`config.mk`:
```
export PLATFORM = sky130hd
export DESIGN_NAME = validated_monthly_temp_stats
export DESIGN_NICKNAME = d
export VERILOG_FILES = /design/src/rtl/core/vmts_pkg.sv /design/src/rtl/core/vmts_div.sv /design/src/rtl/core/validated_monthly_temp_stats.sv
export SDC_FILE = /design/constraint.sdc
export NUM_CORES = 2
export LEC_CHECK = 0
export BUFFER_PORTS_ARGS = -buffer_cell sky130_fd_sc_hd__buf_2
export CAP_MARGIN = 20
export CORE_ASPECT_RATIO = 1.5
export CORE_MARGIN = 3
export CORE_UTILIZATION = 35
export CTS_CLUSTER_DIAMETER = 40
export DETAILED_ROUTE_END_ITERATION = 8
export PLACE_DENSITY = 0.54
export SLEW_MARGIN = 10
export SYNTH_ARGS = -nofsm -noshare
export SYNTH_HDL_FRONTEND = slang
export SYNTH_SLANG_ARGS = --single-unit
```
`constraint.sdc`:
```
create_clock -name clk -period 11.3 [get_ports clk]
set_input_delay 2.825 -clock clk [delete_from_list [all_inputs] [get_ports clk]]
set_output_delay 2.825 -clock clk [all_outputs]
set_load 0.02 [all_outputs]
```
`src/rtl/core/vmts_pkg.sv`:
```
package vmts_pkg;

  localparam int DEF_COUNT_BITS = 20;
  localparam int NUM_MONTHS     = 12;
  localparam int NUM_ENTRIES    = NUM_MONTHS + 1;  // entry 0 is the whole year
  localparam int ENT_ADDR_BITS  = $clog2(NUM_ENTRIES);

  localparam int TEMP_BITS      = 8;
  localparam int SUM_EXTRA      = 8;   // sum width is count width plus this
  localparam int FRAC_BITS      = 8;   // Q8.8 average
  localparam int QUOT_BITS      = 15;  // |avg| <= 99 * 256 < 2**15
  localparam int AVG_BITS       = QUOT_BITS + 1;
  localparam int COUNT_OUT_BITS = 20;

  localparam int IN_DATA_BITS   = 56;
  localparam int OUT_DATA_BITS  = 56;

  localparam logic signed [TEMP_BITS-1:0] TEMP_HIGH = 8'sd99;
  localparam logic signed [TEMP_BITS-1:0] TEMP_LOW  = -8'sd99;
  localparam logic [7:0] HOUR_MAX   = 8'd23;
  localparam logic [7:0] MINUTE_MAX = 8'd59;

  // mode codes (tuser)
  localparam logic MODE_RECORD = 1'b0;
  localparam logic MODE_QUERY  = 1'b1;

  localparam logic [3:0] MONTH_FEB = 4'd2;
  localparam logic [3:0] MONTH_APR = 4'd4;
  localparam logic [3:0] MONTH_JUN = 4'd6;
  localparam logic [3:0] MONTH_SEP = 4'd9;
  localparam logic [3:0] MONTH_NOV = 4'd11;

  // floor(y / 25) = (y * LEAP_MUL) >> LEAP_SHIFT, exact for 16-bit y
  localparam logic [16:0] LEAP_MUL   = 17'd83887;
  localparam int          LEAP_SHIFT = 21;

  typedef struct packed {
    logic                 done;
    logic [QUOT_BITS-1:0] quot;
  } div_res_t;

  typedef struct packed {
    logic [COUNT_OUT_BITS-1:0]  record_count;
    logic signed [AVG_BITS-1:0] temp_avg_q8;
    logic signed [TEMP_BITS-1:0] temp_max;
    logic signed [TEMP_BITS-1:0] temp_min;
    logic                       stat_empty;
    logic                       limit_reached;
    logic                       record_accepted;
  } out_word_t;

  function automatic logic [4:0] month_length(input logic [3:0] m, input logic lp);
    logic [4:0] d;
    case (m) inside
      MONTH_FEB:                                d = lp ? 5'd29 : 5'd28;
      MONTH_APR, MONTH_JUN, MONTH_SEP, MONTH_NOV: d = 5'd30;
      default:                                  d = 5'd31;
    endcase
    return d;
  endfunction

endpackage

```
`src/rtl/core/vmts_div.sv`:
```
// Restoring divider: (mag << FRAC_BITS) / divisor, one quotient bit per cycle.
// Caller guarantees mag <= 99 * divisor, so the quotient fits QUOT_BITS.
module vmts_div import vmts_pkg::*; #(
  parameter int COUNT_BITS = DEF_COUNT_BITS
) (
  input  logic                               clk,
  input  logic                               rst_n,
  input  logic                               start,
  input  logic [COUNT_BITS+SUM_EXTRA-2:0]    mag,
  input  logic [COUNT_BITS-1:0]              divisor,
  output div_res_t                           res
);

  localparam int MagW = COUNT_BITS + SUM_EXTRA - 1;
  localparam int DvdW = MagW + FRAC_BITS;
  localparam int CntW = $clog2(QUOT_BITS);

  logic                  busy_r;
  logic                  done_r;
  logic [CntW-1:0]       cnt_r;
  logic [COUNT_BITS-1:0] rem_r;
  logic [COUNT_BITS-1:0] div_r;
  logic [QUOT_BITS-1:0]  sh_r;
  logic [QUOT_BITS-1:0]  quot_r;

  logic [DvdW-1:0]       dvd;
  logic [COUNT_BITS:0]   trial;
  logic [COUNT_BITS:0]   diff;
  logic                  ge;

  assign dvd   = {mag, {FRAC_BITS{1'b0}}};
  assign trial = {rem_r, sh_r[QUOT_BITS-1]};
  assign diff  = trial - {1'b0, div_r};
  assign ge    = trial >= {1'b0, div_r};

  always_ff @(posedge clk) begin
    if (!rst_n) begin
      busy_r <= 1'b0;
      done_r <= 1'b0;
    end else begin
      done_r <= 1'b0;
      if (start) begin
        busy_r <= 1'b1;
        cnt_r  <= CntW'(QUOT_BITS - 1);
        rem_r  <= dvd[DvdW-1:QUOT_BITS];
        sh_r   <= dvd[QUOT_BITS-1:0];
        div_r  <= divisor;
      end else if (busy_r) begin
        rem_r  <= ge ? diff[COUNT_BITS-1:0] : trial[COUNT_BITS-1:0];
        sh_r   <= {sh_r[QUOT_BITS-2:0], 1'b0};
        quot_r <= {quot_r[QUOT_BITS-2:0], ge};
        if (cnt_r == '0) begin
          busy_r <= 1'b0;
          done_r <= 1'b1;
        end else begin
          cnt_r <= cnt_r - CntW'(1);
        end
      end
    end
  end

  assign res.done = done_r;
  assign res.quot = quot_r;

  a_no_restart: assert property (@(posedge clk) disable iff (!rst_n)
    start |-> !busy_r) else $error("divider restarted while busy");

  a_rem_bound: assert property (@(posedge clk) disable iff (!rst_n)
    busy_r |-> rem_r < div_r) else $error("partial remainder not below divisor");

  a_done_end: assert property (@(posedge clk) disable iff (!rst_n)
    done_r |-> !busy_r && $past(busy_r)) else $error("done without finished run");

endmodule

```
`src/rtl/core/validated_monthly_temp_stats.sv`:
```
// Record word: ST_CHECK, ST_YEAR, ST_MONTH, ST_OUT after accept (no ST_MONTH when refused);
// next word taken back in ST_IDLE. Query word: ST_CHECK, then ST_DIV as the serial divider
// gives one quotient bit per cycle over 15 bits, then ST_OUT; an empty period skips ST_DIV.
// Accumulators sit in one 13-entry memory (year + months), one read and one write port.
// Reset (rst_n low, synchronous) clears expected_year and the per-entry valid bits; an
// entry never written reads as empty, so no clearing pass is needed.
module validated_monthly_temp_stats import vmts_pkg::*; #(
  parameter int COUNT_BITS = DEF_COUNT_BITS
) (
  input  logic                     clk,
  input  logic                     rst_n,
  input  logic                     cfg_we,
  input  logic [15:0]              cfg_wdata,
  input  logic                     in_tvalid,
  output logic                     in_tready,
  // year[15:0], month[23:16], day[31:24], hour[39:32], minute[47:40], temp[55:48]
  input  logic [IN_DATA_BITS-1:0]  in_tdata,
  // mode[0]
  input  logic [0:0]               in_tuser,
  output logic                     out_tvalid,
  input  logic                     out_tready,
  // record_accepted[0], limit_reached[1], stat_empty[2], temp_min[10:3],
  // temp_max[18:11], temp_avg_q8[34:19], record_count[54:35], zero[55]
  output logic [OUT_DATA_BITS-1:0] out_tdata
);

  localparam int SumW    = COUNT_BITS + SUM_EXTRA;
  localparam int CntExtW = (COUNT_BITS > COUNT_OUT_BITS) ? COUNT_BITS : COUNT_OUT_BITS;

  typedef struct packed {
    logic signed [SumW-1:0]      sum;
    logic [COUNT_BITS-1:0]       cnt;
    logic signed [TEMP_BITS-1:0] tmin;
    logic signed [TEMP_BITS-1:0] tmax;
  } entry_t;

  typedef enum logic [2:0] {
    ST_IDLE, ST_CHECK, ST_YEAR, ST_MONTH, ST_DIV, ST_OUT
  } state_t;

  localparam entry_t ENT_RESET = '{sum: '0, cnt: '0, tmin: TEMP_HIGH, tmax: TEMP_LOW};

  function automatic entry_t ent_add(input entry_t e, input logic signed [TEMP_BITS-1:0] t);
    entry_t r;
    r.sum  = e.sum + {{(SumW-TEMP_BITS){t[TEMP_BITS-1]}}, t};
    r.cnt  = e.cnt + COUNT_BITS'(1);
    r.tmin = (t < e.tmin) ? t : e.tmin;
    r.tmax = (t > e.tmax) ? t : e.tmax;
    return r;
  endfunction

  // accumulator memory
  entry_t mem [NUM_ENTRIES];
  entry_t rd_data_r;

  state_t state_r, state_nxt;
  logic [15:0]                 exp_year_r;
  logic [NUM_ENTRIES-1:0]      valid_r;
  logic                        rd_valid_r;
  logic                        f_mode_r;
  logic [15:0]                 f_year_r;
  logic [7:0]                  f_month_r, f_day_r, f_hour_r, f_min_r;
  logic signed [TEMP_BITS-1:0] f_temp_r;
  logic                        rec_ok_r, rec_ok_nxt;
  logic                        neg_r, neg_nxt;
  entry_t                      mon_r, mon_nxt;
  out_word_t                   res_r, res_nxt;
  out_word_t                   out_r, out_nxt;
  logic                        out_tvalid_r, out_tvalid_nxt;

  logic [ENT_ADDR_BITS-1:0]    rd_addr, wr_addr;
  logic                        wr_en;
  entry_t                      wr_data;
  entry_t                      ent_rd;

  logic                        in_acc;
  logic [7:0]                  in_month;

  logic [32:0]                 leap_prod;
  logic [11:0]                 y_div25;
  logic [15:0]                 y_back25;
  logic                        leap_yr;
  logic [4:0]                  dim;

  logic signed [SumW-1:0]      abs_sum;
  logic                        div_start;
  div_res_t                    div_res;
  logic [AVG_BITS-1:0]         quot_ext;
  logic [CntExtW-1:0]          cnt_ext;
  logic                        q_empty;

  assign in_tready = (state_r == ST_IDLE);
  assign in_acc    = in_tvalid && in_tready;
  assign in_month  = in_tdata[23:16];

  assign ent_rd = rd_valid_r ? rd_data_r : ENT_RESET;

  // leap year: divisible by 4 and (not by 100, or by 400) == (not by 25, or by 16)
  assign leap_prod = f_year_r * LEAP_MUL;
  assign y_div25   = leap_prod[32:LEAP_SHIFT];
  assign y_back25  = 16'({y_div25, 4'b0}) + 16'({y_div25, 3'b0}) + 16'(y_div25);
  assign leap_yr   = (f_year_r[1:0] == 2'b00) &&
                     ((y_back25 != f_year_r) || (f_year_r[3:0] == 4'b0000));
  assign dim       = month_length(f_month_r[3:0], leap_yr);

  assign abs_sum   = ent_rd.sum[SumW-1] ? -ent_rd.sum : ent_rd.sum;
  assign quot_ext  = {1'b0, div_res.quot};
  assign cnt_ext   = CntExtW'(ent_rd.cnt);
  assign q_empty   = (f_month_r > 8'(NUM_MONTHS)) || (ent_rd.cnt == '0);
  assign div_start = (state_r == ST_CHECK) && (f_mode_r == MODE_QUERY) && !q_empty;

  vmts_div #(.COUNT_BITS(COUNT_BITS)) u_div (
    .clk     (clk),
    .rst_n   (rst_n),
    .start   (div_start),
    .mag     (abs_sum[SumW-2:0]),
    .divisor (ent_rd.cnt),
    .res     (div_res)
  );

  always_comb begin
    state_nxt      = state_r;
    rec_ok_nxt     = rec_ok_r;
    neg_nxt        = neg_r;
    mon_nxt        = mon_r;
    res_nxt        = res_r;
    out_nxt        = out_r;
    out_tvalid_nxt = out_tvalid_r && !out_tready;
    rd_addr        = '0;
    wr_en          = 1'b0;
    wr_addr        = '0;
    wr_data        = ent_add(ent_rd, f_temp_r);

    unique case (state_r)
      ST_IDLE: begin
        if (in_month <= 8'(NUM_MONTHS)) begin
          rd_addr = in_month[ENT_ADDR_BITS-1:0];
        end
        if (in_acc) begin
          state_nxt = ST_CHECK;
        end
      end
      ST_CHECK: begin
        // month entry on the read port now; fetch the year entry next
        mon_nxt    = ent_rd;
        res_nxt    = '0;
        rec_ok_nxt = (f_year_r == exp_year_r) &&
                     (f_month_r != 8'd0) && (f_month_r <= 8'(NUM_MONTHS)) &&
                     (f_day_r != 8'd0) && (f_day_r <= {3'b000, dim}) &&
                     (f_hour_r <= HOUR_MAX) && (f_min_r <= MINUTE_MAX) &&
                     (f_temp_r >= TEMP_LOW) && (f_temp_r <= TEMP_HIGH);
        if (f_mode_r == MODE_RECORD) begin
          state_nxt = ST_YEAR;
        end else if (q_empty) begin
          res_nxt.stat_empty = 1'b1;
          res_nxt.temp_min   = TEMP_HIGH;
          res_nxt.temp_max   = TEMP_LOW;
          state_nxt          = ST_OUT;
        end else begin
          res_nxt.temp_min     = ent_rd.tmin;
          res_nxt.temp_max     = ent_rd.tmax;
          res_nxt.record_count = cnt_ext[COUNT_OUT_BITS-1:0];
          neg_nxt              = ent_rd.sum[SumW-1];
          state_nxt            = ST_DIV;
        end
      end
      ST_YEAR: begin
        if (!rec_ok_r) begin
          state_nxt = ST_OUT;
        end else if (&ent_rd.cnt) begin
          res_nxt.limit_reached = 1'b1;
          state_nxt             = ST_OUT;
        end else begin
          wr_en                   = 1'b1;
          res_nxt.record_accepted = 1'b1;
          state_nxt               = ST_MONTH;
        end
      end
      ST_MONTH: begin
        wr_en     = 1'b1;
        wr_addr   = f_month_r[ENT_ADDR_BITS-1:0];
        wr_data   = ent_add(mon_r, f_temp_r);
        state_nxt = ST_OUT;
      end
      ST_DIV: begin
        if (div_res.done) begin
          res_nxt.temp_avg_q8 = neg_r ? -quot_ext : quot_ext;
          state_nxt           = ST_OUT;
        end
      end
      ST_OUT: begin
        if (!out_tvalid_r || out_tready) begin
          out_nxt        = res_r;
          out_tvalid_nxt = 1'b1;
          state_nxt      = ST_IDLE;
        end
      end
      default: state_nxt = ST_IDLE;
    endcase
  end

  always_ff @(posedge clk) begin
    if (!rst_n) begin
      state_r      <= ST_IDLE;
      exp_year_r   <= '0;
      valid_r      <= '0;
      rd_valid_r   <= 1'b0;
      out_tvalid_r <= 1'b0;
    end else begin
      state_r      <= state_nxt;
      out_tvalid_r <= out_tvalid_nxt;
      rd_valid_r   <= valid_r[rd_addr];
      if (cfg_we) begin
        exp_year_r <= cfg_wdata;
      end
      if (wr_en) begin
        valid_r[wr_addr] <= 1'b1;
      end
    end
    if (in_acc) begin
      f_mode_r  <= in_tuser[0];
      f_year_r  <= in_tdata[15:0];
      f_month_r <= in_tdata[23:16];
      f_day_r   <= in_tdata[31:24];
      f_hour_r  <= in_tdata[39:32];
      f_min_r   <= in_tdata[47:40];
      f_temp_r  <= in_tdata[55:48];
    end
    rec_ok_r <= rec_ok_nxt;
    neg_r    <= neg_nxt;
    mon_r    <= mon_nxt;
    res_r    <= res_nxt;
    out_r    <= out_nxt;
  end

  always_ff @(posedge clk) begin
    rd_data_r <= mem[rd_addr];
    if (wr_en) begin
      mem[wr_addr] <= wr_data;
    end
  end

  assign out_tvalid = out_tvalid_r;
  assign out_tdata  = {{(OUT_DATA_BITS-$bits(out_word_t)){1'b0}}, out_r};

  a_wr_range: assert property (@(posedge clk) disable iff (!rst_n)
    wr_en |-> wr_addr < ENT_ADDR_BITS'(NUM_ENTRIES)) else $error("write beyond memory");

  a_wr_state: assert property (@(posedge clk) disable iff (!rst_n)
    wr_en |-> (state_r == ST_YEAR) || (state_r == ST_MONTH))
    else $error("memory write outside record update");

  a_year_first: assert property (@(posedge clk) disable iff (!rst_n)
    state_r == ST_MONTH |-> $past(wr_en) && ($past(wr_addr) == '0))
    else $error("month update without year update");

  a_acc_flags: assert property (@(posedge clk) disable iff (!rst_n)
    out_tvalid_r && out_r.record_accepted |-> !out_r.limit_reached && !out_r.stat_empty)
    else $error("conflicting result flags");

  a_empty_word: assert property (@(posedge clk) disable iff (!rst_n)
    out_tvalid_r && out_r.stat_empty |->
      (out_r.record_count == '0) && (out_r.temp_avg_q8 == '0) &&
      (out_r.temp_min == TEMP_HIGH) && (out_r.temp_max == TEMP_LOW))
    else $error("empty result with stale fields");

endmodule

```
==> reports/summary.md <==
## Timing
* worst path setup slack after routing: 1.102 ns
* total count of max-transition violations in the final report: 0
* fmax: 0.09805 GHz
* Slew HR: 20.67%
* Final Setup Violations: 0
* worst slew pin tran: 1.181 ns
* Tmin final: 10.20 ns
* portion of the clock cycle consumed by the worst path in the final layout: 90.25%
* setup TNS after final layout: 0 ns
* Clock Skews: 0.02576 ns
* final hold violation count: 0
* Hold WS: 0.4180 ns
* RSZ-0062 raised after global routing: false

## Critical path
* Worst Path Arrival: 10.68 ns
* data required time of the worst path: 11.78 ns
* kind of start point of the critical path: register
* kind of critical path: register to register
* CP endpoint kind: register
* cells on worst reg2reg path: 35
* slowest library cell on the worst path: sky130_fd_sc_hd__edfxtp_1
* maximum net fanout on the critical path: 8
* maximum cell stage delay along the critical path: 0.65 ns

## Power
* Leakage: 22.86 nW
* reported net switching power: 8.220 mW
* share of total power in sequential cells: 25.7%
* fraction of power consumed by combinational cells: 54.7%
* power density over cell area: 324.4 mW/mm^2
* maximum vdd drop: 1018 uV
* fraction of power consumed by the clock network: 19.6%
* switching share of total power: 40.02%
* internal power: 12.32 mW

## Synth
* number of storage elements in the synthesis netlist: 1226
* cell types occupying the most area after synthesis: sky130_fd_sc_hd__edfxtp_1, sky130_fd_sc_hd__ha_1, sky130_fd_sc_hd__nand2_1
* top cell type by total area after synthesis: sky130_fd_sc_hd__edfxtp_1
* number of synthesis warnings: 0
* mean post-synth cell area: 12.75 sq um
* flip-flop cell with the highest count after synthesis: sky130_fd_sc_hd__edfxtp_1
* sequential area share after synthesis: 63.97%
* number of library cell types mapped by synthesis: 77
* fraction of registers with async set/reset: 0%
* cell area after technology mapping: 0.05598 sq mm
* Mapped Cells: 4391
* most used standard cells in the synthesized netlist: sky130_fd_sc_hd__edfxtp_1, sky130_fd_sc_hd__nand2_1, sky130_fd_sc_hd__inv_1
* number of enable-type register cells in the synthesized netlist: 1126
* syn nets: 4810
* area fraction of the dominant cell type after synthesis: 60.40%
* most frequently used cell type in the post-synthesis netlist: sky130_fd_sc_hd__edfxtp_1

## Layout
* filler-free cell count of the finished design: 6702
* number of nets at the end of the flow: 4937
* synth-to-layout area growth: 13.07%
* fill cell total of the finished layout: 14850
* Design Area, Final: 0.06330 sq mm
* fraction of final layout cells with drive strength greater than 1: 10.06%

## Placed design
* # port buffers: 129
* post-placement cell count: 6468
* Final GP Congestion: 0.8766
* Place WS: 1.046 ns
* hpwl dp: 95.97 mm
* placed cell areas: 0.05925 sq mm

## Clock tree
* Post-CTS Setup Repair Bufs: 0
* clock root buffer: sky130_fd_sc_hd__clkbuf_16
* TritonCTS clock tree: built
* clock buffer depth: 3
* insertion delay to the later sink of the worst-skew pair: 0.74 ns
* cts bufs inserted: 117
* post-CTS resize count: 0
* CTS clock-pin slew for the worst setup and hold paths: 0.07 ns
* sinks on the clock net: 1226
* H-tree depth reported by CTS: 3
* # hold bufs at CTS: 0

## Die
* horizontal die dimension: 332.6 um
* core area: 0.1588 sq mm
* initial core utilization: 35.26%
* I/O pins: 136
* site row count: 179
* full die area: 0.1649 sq mm
* height of the chip: 495.8 um

## Routing
* DR vias: 35890
* DRC viols: 0
* Detailed Route WL: 161.0 mm
* antenna-violating nets left: 0
* average wire per cell in the routed design: 24.02 um
* detailed-routing iteration count for the pre-antenna-repair pass: 5
* routed via count divided by cell count: 5.355
* Initial DRC Count: 2708

## Global routing
* residual overflow from global routing: 0
* Tot GR Track Use: 19.17%
* global-route wire length before repair: 236.6 mm
* via count of the first global-routing pass: 36180
* number of antenna violations at the first check in global routing: 3
* pin count of the biggest net entering global routing: 111

## Hold path
* hold depth: 0
* Worst Hold Class: register to register

## Flow run
* reported max-cap violation count: 0

## Run status
* outcome: finished, final reports clean

[final timing paths]
| path | from | slack (ns) | endpoint |
|---|---|---|---|
| max | f_year_r[6] | 1.10 | rec_ok_r |
| min reg2reg | res_r[34] | 0.42 | out_tdata[34] |
| min | res_r[34] | 0.42 | out_tdata[34] |
| max reg2reg | f_year_r[6] | 1.10 | rec_ok_r |
[layer usage]
| metal | wire length [um] | global-route usage (%) | vias to the layer above |
|---|---|---|---|
| li1 | - | - | 16440 |
| met1 | 62950 | 22.61 | 18170 |
| met5 | 13 | 0 | - |
| met4 | 5680 | 7.127 | 2 |
| met2 | 84910 | 35.82 | 994 |
| met3 | 7434 | 2.103 | 282 |
[kinds of logic after synthesis]
family,after synthesis,synth area share (%)
buf+inv,538,3.703
other cells,1,0.006698
mux,65,1.162
xor+xnor,142,2.246
simple gates,1259,10.07
flops,1226,63.97
fa+ha+maj,341,9.083
compound gates,819,9.753
[critical path, delay by kind of cell, from the launching register on]
family / cells / cell delay, ns
buffers and inverters: 6 / 0.69
and+or+nand+nor: 8 / 1.43
xor gates and xnor gates: 2 / 0.57
AOI/OAI and AO/OA: 9 / 2.55
DFF: 1 / 0.65
adders and majority gates: 10 / 4.05
[metrics by stage]
step	total power, mW	util (%)
finish	20.54	39.86
global route	22.44	39.86
CTS	20.69	39.80
detailed placement	16.59	37.31
global placement	16.63	37.30
floorplan	14.34	-
[registers in the layout (all words and copies together), names as in the netlist, 13 cells and up]
signal / cells
mem: 832
mon_r: 64
rd_data_r: 64
out_tdata: 55
res_r: 55
u_div.div_r: 20
u_div.rem_r: 20
exp_year_r: 16
f_year_r: 16
u_div.quot_r: 15
valid_r: 13
[placed cells by master (no fill, tap or decap), types with 109 or more instances in the layout]
master,instances
sky130_fd_sc_hd__o21ai_0,162
sky130_fd_sc_hd__nand3_1,206
sky130_fd_sc_hd__clkbuf_16,117
sky130_fd_sc_hd__inv_1,320
sky130_fd_sc_hd__nand2_1,644
sky130_fd_sc_hd__edfxtp_1,1126
sky130_fd_sc_hd__nor2_1,138
sky130_fd_sc_hd__a21oi_1,169
sky130_fd_sc_hd__o221ai_1,111
sky130_fd_sc_hd__buf_2,131
sky130_fd_sc_hd__fa_1,109
sky130_fd_sc_hd__ha_1,232
[power by group through the flow]
stage	sequential (mW)	clock (mW)	combinational (mW)
floorplan	5.33	0	9.01
global placement	5.37	0	11.3
detailed placement	5.37	0	11.2
CTS	5.27	4.10	11.3
global route	5.28	4.26	12.9
finish	5.27	4.02	11.2
[layout make-up]
class | instances | area, sq um | share of cell area [%]
Inverter | 324 | 1219 | 1.925
Timing Repair Buffer | 222 | 1396 | 2.206
Antenna cell | 1 | 2.502 | 0.003953
Clock buffer | 152 | 3169 | 5.007
Sequential cell | 1226 | 35820 | 56.58
Clock inverter | 69 | 778.2 | 1.229
Multi-Input combinational cell | 2627 | 18310 | 28.93
Tap cell | 2081 | 2604 | 4.113
No activity file was read; power rests on OpenSTA's default activity.
